<file path="config.mk">
export PLATFORM = sky130hd
export DESIGN_NAME = largest_remainder_split
export DESIGN_NICKNAME = d
export VERILOG_FILES = /design/src/src/lrs_pkg.sv /design/src/src/largest_remainder_split.sv
export SDC_FILE = /design/constraint.sdc
export NUM_CORES = 2
export LEC_CHECK = 0
export BUFFER_PORTS_ARGS = -buffer_cell sky130_fd_sc_hd__buf_2
export CAP_MARGIN = 20
export CORE_ASPECT_RATIO = 0.5
export CORE_MARGIN = 2
export CORE_UTILIZATION = 50
export DETAILED_ROUTE_END_ITERATION = 10
export MAX_ROUTING_LAYER = met4
export PLACE_DENSITY = 0.72
export RECOVER_POWER = 25
export SLEW_MARGIN = 40
export SYNTH_ARGS = -nofsm -noshare
export SYNTH_HDL_FRONTEND = slang
export SYNTH_SLANG_ARGS = --single-unit
</file>
<file path="constraint.sdc">
create_clock -name clk -period 13.9 [get_ports clk]
set_input_delay 1.39 -clock clk [delete_from_list [all_inputs] [get_ports clk]]
set_output_delay 1.39 -clock clk [all_outputs]
set_load 0.02 [all_outputs]
</file>
<file path="src/src/lrs_pkg.sv">
// lrs_pkg: shared types and constants for the largest remainder split block.
// No dependencies; used by src/largest_remainder_split.sv.
`timescale 1ns / 1ps

package lrs_pkg;

  // Weight registers and part slots
  localparam int unsigned WEIGHT_REGS = 4;
  localparam logic [16:0] WEIGHT_ONE  = 17'd65536;

  // Configuration register indexes
  localparam logic [2:0] CFG_PART_COUNT  = 3'd0;
  localparam logic [2:0] CFG_WEIGHT_ZERO = 3'd1;
  localparam logic [2:0] CFG_WEIGHT_ONE  = 3'd2;
  localparam logic [2:0] CFG_WEIGHT_TWO  = 3'd3;
  localparam logic [2:0] CFG_WEIGHT_THR  = 3'd4;

  // Reset values
  localparam logic [2:0]  PART_COUNT_RST = 3'd4;
  localparam logic [16:0] WEIGHT_RST     = 17'd16384;

  typedef logic [30:0] share_t;
  typedef logic [15:0] frac_t;

  typedef enum logic [2:0] {
    ST_IDLE,
    ST_MUL,
    ST_SUM,
    ST_LEFT,
    ST_PICK,
    ST_EMIT
  } state_t;

endpackage

</file>
<file path="src/src/largest_remainder_split.sv">
// largest_remainder_split: top level, one shared multiplier and adder under a sequencer.
// Depends on src/lrs_pkg.sv (types, register indexes, state encoding).
`timescale 1ns / 1ps

// Splits one resource record among up to four parts by largest remainder on Q1.16
// weights. One record is handled at a time; in_stall is high from the accepting
// transfer until the last share has been handed to the output register. A record
// passes through the multiply steps on the single 31x17 multiplier, the steps
// accumulating the floor shares, the leftover step, the pick steps on the shared
// share adder and the steps scanning the parts for output, plus any output stall.
// Records with id 0, a quantity of zero or less, or no active part are accepted
// and give nothing. The output register lets the next record be accepted while the
// final share still waits for its transfer.
module largest_remainder_split #(
  parameter int NUM_PARTS = 4
) (
  input  logic               clk,
  input  logic               rst_n,
  // configuration write port
  input  logic               cfg_we,
  input  logic [2:0]         cfg_index,
  input  logic [16:0]        cfg_data,
  // input channel
  input  logic               in_valid,
  output logic               in_stall,
  input  logic [15:0]        in_resource_id,
  input  logic signed [31:0] in_quantity,
  // result channel
  output logic               out_valid,
  input  logic               out_stall,
  output logic [15:0]        out_resource,
  output logic [1:0]         out_part_index,
  output logic [30:0]        out_share,
  output logic               out_last
);

  localparam int SLOTS = lrs_pkg::WEIGHT_REGS;
  // active part count is capped by the parameter and by the weight registers
  localparam int ACT_MAX = (NUM_PARTS < SLOTS) ? NUM_PARTS : SLOTS;
  localparam logic [2:0] ACT_MAX_C = 3'(ACT_MAX);

  // configuration
  logic [2:0]  part_count_r;
  logic [16:0] weight_r [SLOTS];

  // sequencer and datapath
  lrs_pkg::state_t state_r, state_nxt;
  logic [1:0]  idx_r, idx_nxt;
  logic [2:0]  n_r, n_nxt;
  logic [15:0] id_r, id_nxt;
  lrs_pkg::share_t q_r, q_nxt;
  lrs_pkg::share_t whole_r [SLOTS];
  lrs_pkg::share_t whole_nxt [SLOTS];
  lrs_pkg::frac_t  frac_r [SLOTS];
  lrs_pkg::frac_t  frac_nxt [SLOTS];
  logic [SLOTS-1:0] picked_r, picked_nxt;
  logic [32:0] alloc_r, alloc_nxt;
  lrs_pkg::share_t left_r, left_nxt;

  // output register
  logic        out_valid_r, out_valid_nxt;
  logic [15:0] out_res_r, out_res_nxt;
  logic [1:0]  out_idx_r, out_idx_nxt;
  lrs_pkg::share_t out_share_r, out_share_nxt;
  logic        out_last_r, out_last_nxt;

  // helpers
  logic [2:0]  n_eff;
  logic        last_idx;
  logic        start;
  logic        in_xfer;
  logic [16:0] w_sel;
  logic [46:0] prod;
  logic [SLOTS-1:0] active;
  logic [SLOTS-1:0] positive;
  logic [SLOTS-1:0] above;
  logic        found;
  logic [1:0]  best;
  lrs_pkg::frac_t best_frac;
  logic [1:0]  add_sel;
  lrs_pkg::share_t add_b;
  lrs_pkg::share_t add_sum;
  logic        slot_free;
  logic        emit_adv;
  logic        later_pos;
  logic [32:0] q_ext;

  assign n_eff    = (part_count_r > ACT_MAX_C) ? ACT_MAX_C : part_count_r;
  assign last_idx = ({1'b0, idx_r} == (n_r - 3'd1));
  assign in_stall = (state_r != lrs_pkg::ST_IDLE);
  assign in_xfer  = in_valid && !in_stall;
  // skipped records: no id, non-positive quantity, no active part
  assign start    = in_xfer && (in_resource_id != 16'd0) && !in_quantity[31]
                    && (in_quantity[30:0] != 31'd0) && (n_eff != 3'd0);

  // shared multiplier, weight saturated to one
  always_comb begin
    w_sel = weight_r[idx_r];
    if (w_sel > lrs_pkg::WEIGHT_ONE) begin
      w_sel = lrs_pkg::WEIGHT_ONE;
    end
  end
  // quantity below 2^31 times weight at most 2^16 fits in 47 bits
  assign prod = 47'(q_r) * 47'(w_sel);

  // part masks
  always_comb begin
    for (int i = 0; i < SLOTS; i++) begin
      active[i]   = (3'(i) < n_r);
      positive[i] = active[i] && (whole_r[i] != '0);
      above[i]    = (2'(i) > idx_r);
    end
  end
  assign later_pos = |(positive & above);

  // largest remainder among unpicked active parts; ties keep the lower index
  always_comb begin
    found     = 1'b0;
    best      = 2'd0;
    best_frac = '0;
    for (int i = 0; i < SLOTS; i++) begin
      if (active[i] && !picked_r[i] && (!found || frac_r[i] > best_frac)) begin
        found     = 1'b1;
        best      = 2'(i);
        best_frac = frac_r[i];
      end
    end
  end

  // shared share adder: one unit to the best part, or the whole rest to part 0
  assign add_sel = found ? best : 2'd0;
  assign add_b   = found ? 31'd1 : left_r;
  assign add_sum = whole_r[add_sel] + add_b;

  assign slot_free = !out_valid_r || !out_stall;
  assign emit_adv  = !positive[idx_r] || slot_free;
  assign q_ext     = {2'b00, q_r};

  // next state
  always_comb begin
    state_nxt = state_r;
    unique case (state_r)
      lrs_pkg::ST_IDLE: begin
        if (start) state_nxt = lrs_pkg::ST_MUL;
      end
      lrs_pkg::ST_MUL: begin
        if (last_idx) state_nxt = lrs_pkg::ST_SUM;
      end
      lrs_pkg::ST_SUM: begin
        if (last_idx) state_nxt = lrs_pkg::ST_LEFT;
      end
      lrs_pkg::ST_LEFT: begin
        state_nxt = lrs_pkg::ST_PICK;
      end
      lrs_pkg::ST_PICK: begin
        if (left_r == '0 || !found) state_nxt = lrs_pkg::ST_EMIT;
      end
      lrs_pkg::ST_EMIT: begin
        if (emit_adv && last_idx) state_nxt = lrs_pkg::ST_IDLE;
      end
      default: state_nxt = lrs_pkg::ST_IDLE;
    endcase
  end

  // datapath and outputs
  always_comb begin
    idx_nxt       = idx_r;
    n_nxt         = n_r;
    id_nxt        = id_r;
    q_nxt         = q_r;
    whole_nxt     = whole_r;
    frac_nxt      = frac_r;
    picked_nxt    = picked_r;
    alloc_nxt     = alloc_r;
    left_nxt      = left_r;
    out_valid_nxt = out_valid_r && out_stall;
    out_res_nxt   = out_res_r;
    out_idx_nxt   = out_idx_r;
    out_share_nxt = out_share_r;
    out_last_nxt  = out_last_r;
    unique case (state_r)
      lrs_pkg::ST_IDLE: begin
        if (start) begin
          idx_nxt    = 2'd0;
          n_nxt      = n_eff;
          id_nxt     = in_resource_id;
          q_nxt      = in_quantity[30:0];
          picked_nxt = '0;
          alloc_nxt  = '0;
        end
      end
      lrs_pkg::ST_MUL: begin
        whole_nxt[idx_r] = prod[46:16];
        frac_nxt[idx_r]  = prod[15:0];
        idx_nxt          = last_idx ? 2'd0 : idx_r + 2'd1;
      end
      lrs_pkg::ST_SUM: begin
        alloc_nxt = alloc_r + 33'(whole_r[idx_r]);
        idx_nxt   = last_idx ? 2'd0 : idx_r + 2'd1;
      end
      lrs_pkg::ST_LEFT: begin
        // floors above the quantity leave nothing to hand out
        left_nxt = (q_ext > alloc_r) ? 31'(q_ext - alloc_r) : '0;
      end
      lrs_pkg::ST_PICK: begin
        if (left_r != '0) begin
          whole_nxt[add_sel] = add_sum;
          if (found) begin
            picked_nxt[best] = 1'b1;
            left_nxt         = left_r - 31'd1;
          end else begin
            left_nxt = '0;
          end
        end
        idx_nxt = 2'd0;
      end
      lrs_pkg::ST_EMIT: begin
        if (positive[idx_r] && slot_free) begin
          out_valid_nxt = 1'b1;
          out_res_nxt   = id_r;
          out_idx_nxt   = idx_r;
          out_share_nxt = whole_r[idx_r];
          out_last_nxt  = !later_pos;
        end
        if (emit_adv) begin
          idx_nxt = last_idx ? 2'd0 : idx_r + 2'd1;
        end
      end
      default: begin
      end
    endcase
  end

  always_ff @(posedge clk) begin
    if (!rst_n) begin
      state_r      <= lrs_pkg::ST_IDLE;
      idx_r        <= 2'd0;
      n_r          <= 3'd0;
      picked_r     <= '0;
      out_valid_r  <= 1'b0;
      part_count_r <= lrs_pkg::PART_COUNT_RST;
      for (int i = 0; i < SLOTS; i++) begin
        weight_r[i] <= lrs_pkg::WEIGHT_RST;
      end
    end else begin
      state_r     <= state_nxt;
      idx_r       <= idx_nxt;
      n_r         <= n_nxt;
      picked_r    <= picked_nxt;
      out_valid_r <= out_valid_nxt;
      if (cfg_we) begin
        unique case (cfg_index)
          lrs_pkg::CFG_PART_COUNT:  part_count_r <= cfg_data[2:0];
          lrs_pkg::CFG_WEIGHT_ZERO: weight_r[0]  <= cfg_data;
          lrs_pkg::CFG_WEIGHT_ONE:  weight_r[1]  <= cfg_data;
          lrs_pkg::CFG_WEIGHT_TWO:  weight_r[2]  <= cfg_data;
          lrs_pkg::CFG_WEIGHT_THR:  weight_r[3]  <= cfg_data;
          default: begin
          end
        endcase
      end
    end
  end

  // payload registers, no reset
  always_ff @(posedge clk) begin
    id_r        <= id_nxt;
    q_r         <= q_nxt;
    whole_r     <= whole_nxt;
    frac_r      <= frac_nxt;
    alloc_r     <= alloc_nxt;
    left_r      <= left_nxt;
    out_res_r   <= out_res_nxt;
    out_idx_r   <= out_idx_nxt;
    out_share_r <= out_share_nxt;
    out_last_r  <= out_last_nxt;
  end

  assign out_valid      = out_valid_r;
  assign out_resource   = out_res_r;
  assign out_part_index = out_idx_r;
  assign out_share      = out_share_r;
  assign out_last       = out_last_r;

endmodule
</file>
==> flow_metrics.env <==
export IMPL_status="finished, violations left"
export IMPL_violations="max-capacitance violations, max-slew violations"
export IMPL_slew_headroom=-1.20
export IMPL_gp_congestion=1.04
export IMPL_min_path_type="register to register"
export IMPL_critPathMaxStageDelay_ns=0.61
export IMPL_synth_edf_count=417
export IMPL_cp_arrival_ns=11.70
export IMPL_routed_wl_microns=131000
export IMPL_htree_levels=2
export IMPL_io_buffers=124
export IMPL_finalSetupTns_ns=0
export IMPL_ys_types=94
export IMPL_nNetsFinal=4856
export IMPL_cp_end_kind="register"
export IMPL_core_area_sq_um=81600
export IMPL_grt_max_degree=101
export IMPL_yosys_area_top_type_share=0.304
export IMPL_slew_violations=66
export IMPL_worstPathMaxFanout=45
export IMPL_synth_avg_cell_area_sq_um=10.2
export IMPL_cts_tree="built"
export IMPL_die_area_sq_um=84900
export IMPL_dp_hpwl_microns=98300
export IMPL_cts_setup_buffers=0
export IMPL_synth_most_common_cell="inv_1"
export IMPL_worstPathRequired_ns=14.19
export IMPL_clock_latency_ns=0.61
export IMPL_synthFlopType="edfxtp_1"
export IMPL_min_period_over_period=0.821
export IMPL_ant_nets=0
export IMPL_cts_buffers_inserted=44
export IMPL_async_flop_share=0
export IMPL_hold_viol_final=0
export IMPL_via_count=32586
export IMPL_ios=125
export IMPL_worstMarginPinSlew_ns=3.30
export IMPL_synth_area_leaders="edfxtp_1 30%, fa_1 21%, ha_1 8.1%, inv_1 4.9%, nand2_1 4.7%"
export IMPL_drtPass1Iterations=7
export IMPL_maxCapViolCount=2
export IMPL_clock_sinks=435
export IMPL_fp_dieW_microns=410
export IMPL_synth_area_sq_um=41200
export IMPL_finalSetupViolations=0
export IMPL_wl_per_cell_microns=25.2
export IMPL_drive_above_1_share=0.0863
export IMPL_layout_area_overhead_vs_synth_pct=8.11
export IMPL_regToRegSetupSlack_ns=2.49
export IMPL_start_util=0.505
export IMPL_skew_ns=0.0347
export IMPL_period_minus_slack_ns=11.41
export IMPL_path_buf_inv=3
export IMPL_cts_clk_slew_worst_paths_ns=0.07
export IMPL_drc=0
export IMPL_cp_start_kind="register"
export IMPL_path_class="register to register"
export IMPL_grt_pass1_vias=32090
export IMPL_cts_root_buf="clkbuf_16"
export IMPL_fmax_ghz=0.0876
export IMPL_grt_pass1_wl_microns=196000
export IMPL_synth_warnings=0
export IMPL_grt_ovfl_total=0
export IMPL_postSynthCellCount=4038
export IMPL_vias_per_cell=6.25
export IMPL_synth_commonest_cells="536 x inv_1, 512 x nand2_1, 436 x fa_1"
export IMPL_cts_max_path_buffers=3
export IMPL_yosysSeqAreaShare=0.313
export IMPL_crit_family="compound AO/OA/AOI/OAI gates"
export IMPL_rsz0062_at_grt="false"
export IMPL_synth_nets=4814
export IMPL_row_count=74
export IMPL_die_h_microns=207
export IMPL_drt_initial_drc_count=3943
export IMPL_crit_slowest_cell="nor2_4"
export IMPL_antenna_found_initial=1
export IMPL_cts_resized=0
export IMPL_ctsHoldBuffers=0
export IMPL_synth_seq_cells=435
export IMPL_yosys_area_top_type="edfxtp_1"
export IMPL_grtUsageTotal=0.319
cell families (layout without fill, tap and decap cells):
kind of cell	count (synthesis)	after routing	share of synthesized area
other cells	0	2	0
buf+inv	743	818	0.0708
xor+xnor	152	152	0.0327
flops	435	435	0.313
simple gates	1192	1192	0.140
compound gates	747	747	0.120
mux	66	66	0.0309
fa+ha+maj	703	703	0.293
final timing paths:
path,start,endpoint,cells after the start
worst max-delay path,n_r[0],whole_r[92],40
worst max register to register,n_r[0],whole_r[92],40
worst min-delay path,id_r[14],out_resource[14],0
worst min register to register,id_r[14],out_resource[14],0
stage by stage:
stage	hold WS [ns]	area, sq um	setup slack, ns	utilization	cells
floorplan	0.400	41200	3.96	-	4038
global placement	0.400	42900	2.60	0.526	5121
detailed placement	0.405	43100	2.68	0.529	5132
CTS	0.417	44500	2.65	0.546	5211
global route	0.427	44500	1.66	0.546	5216
finish	0.417	44500	2.49	0.546	5217
worst register-to-register path: cells and delay by family (launching register included):
family	cells	cell delay (ns)
AO/OA/AOI/OAI	20	4.47
adder cells (fa/ha/maj)	4	1.47
XOR/XNOR	2	0.39
flip-flops	1	0.49
buffers and inverters	3	1.30
AND/OR/NAND/NOR	11	3.00
sequential cells by signal (all words and copies together), names as in the netlist, 4 cells and up, named ones only:
name / flops
picked_r: 4
frac_r: 64
weight_r: 68
out_resource: 16
whole_r: 124
out_share: 31
left_r: 31
alloc_r: 33
q_r: 31
id_r: 16
cell usage in the layout, fill, tap and decap left out, types with 53 or more instances in the layout:
master | netlist | layout
a21o_1 | 93 | 93
a21oi_1 | 177 | 172
and2_1 | 94 | 65
and3_1 | 180 | 180
buf_2 | 31 | 87
buf_4 | 17 | 59
edfxtp_1 | 417 | 417
fa_1 | 436 | 436
ha_1 | 267 | 267
inv_1 | 536 | 535
nand2_1 | 512 | 511
nor2_1 | 151 | 149
o21ai_0 | 91 | 91
o22ai_1 | 181 | 180
xnor2_1 | 89 | 79
xor2_1 | 61 | 53
metal layers:
metal | part of all wire | vias to the layer above | track usage
met3 | 0.13 | 318 | 0.0935
met4 | 0.037 | 0 | 0.110
li1 | - | 14030 | -
met2 | 0.43 | 1925 | 0.462
met1 | 0.40 | 16313 | 0.428
met5 | 0 | - | -
area by class of cell:
| cell class | instances | area [sq um] |
|---|---|---|
| clock buffer | 53 | 1190 |
| multi-input combinational | 2860 | 25600 |
| timing repair buffer | 202 | 1200 |
| fill | 7017 | 37000 |
| clock inverter | 26 | 223 |
| tap | 1102 | 1380 |
| sequential | 435 | 12900 |
| inverter | 537 | 2020 |
| antenna | 2 | 5.00 |
Power is not shown: default switching activity piles up to over one toggle a cycle in this logic, so the estimate is an artifact.
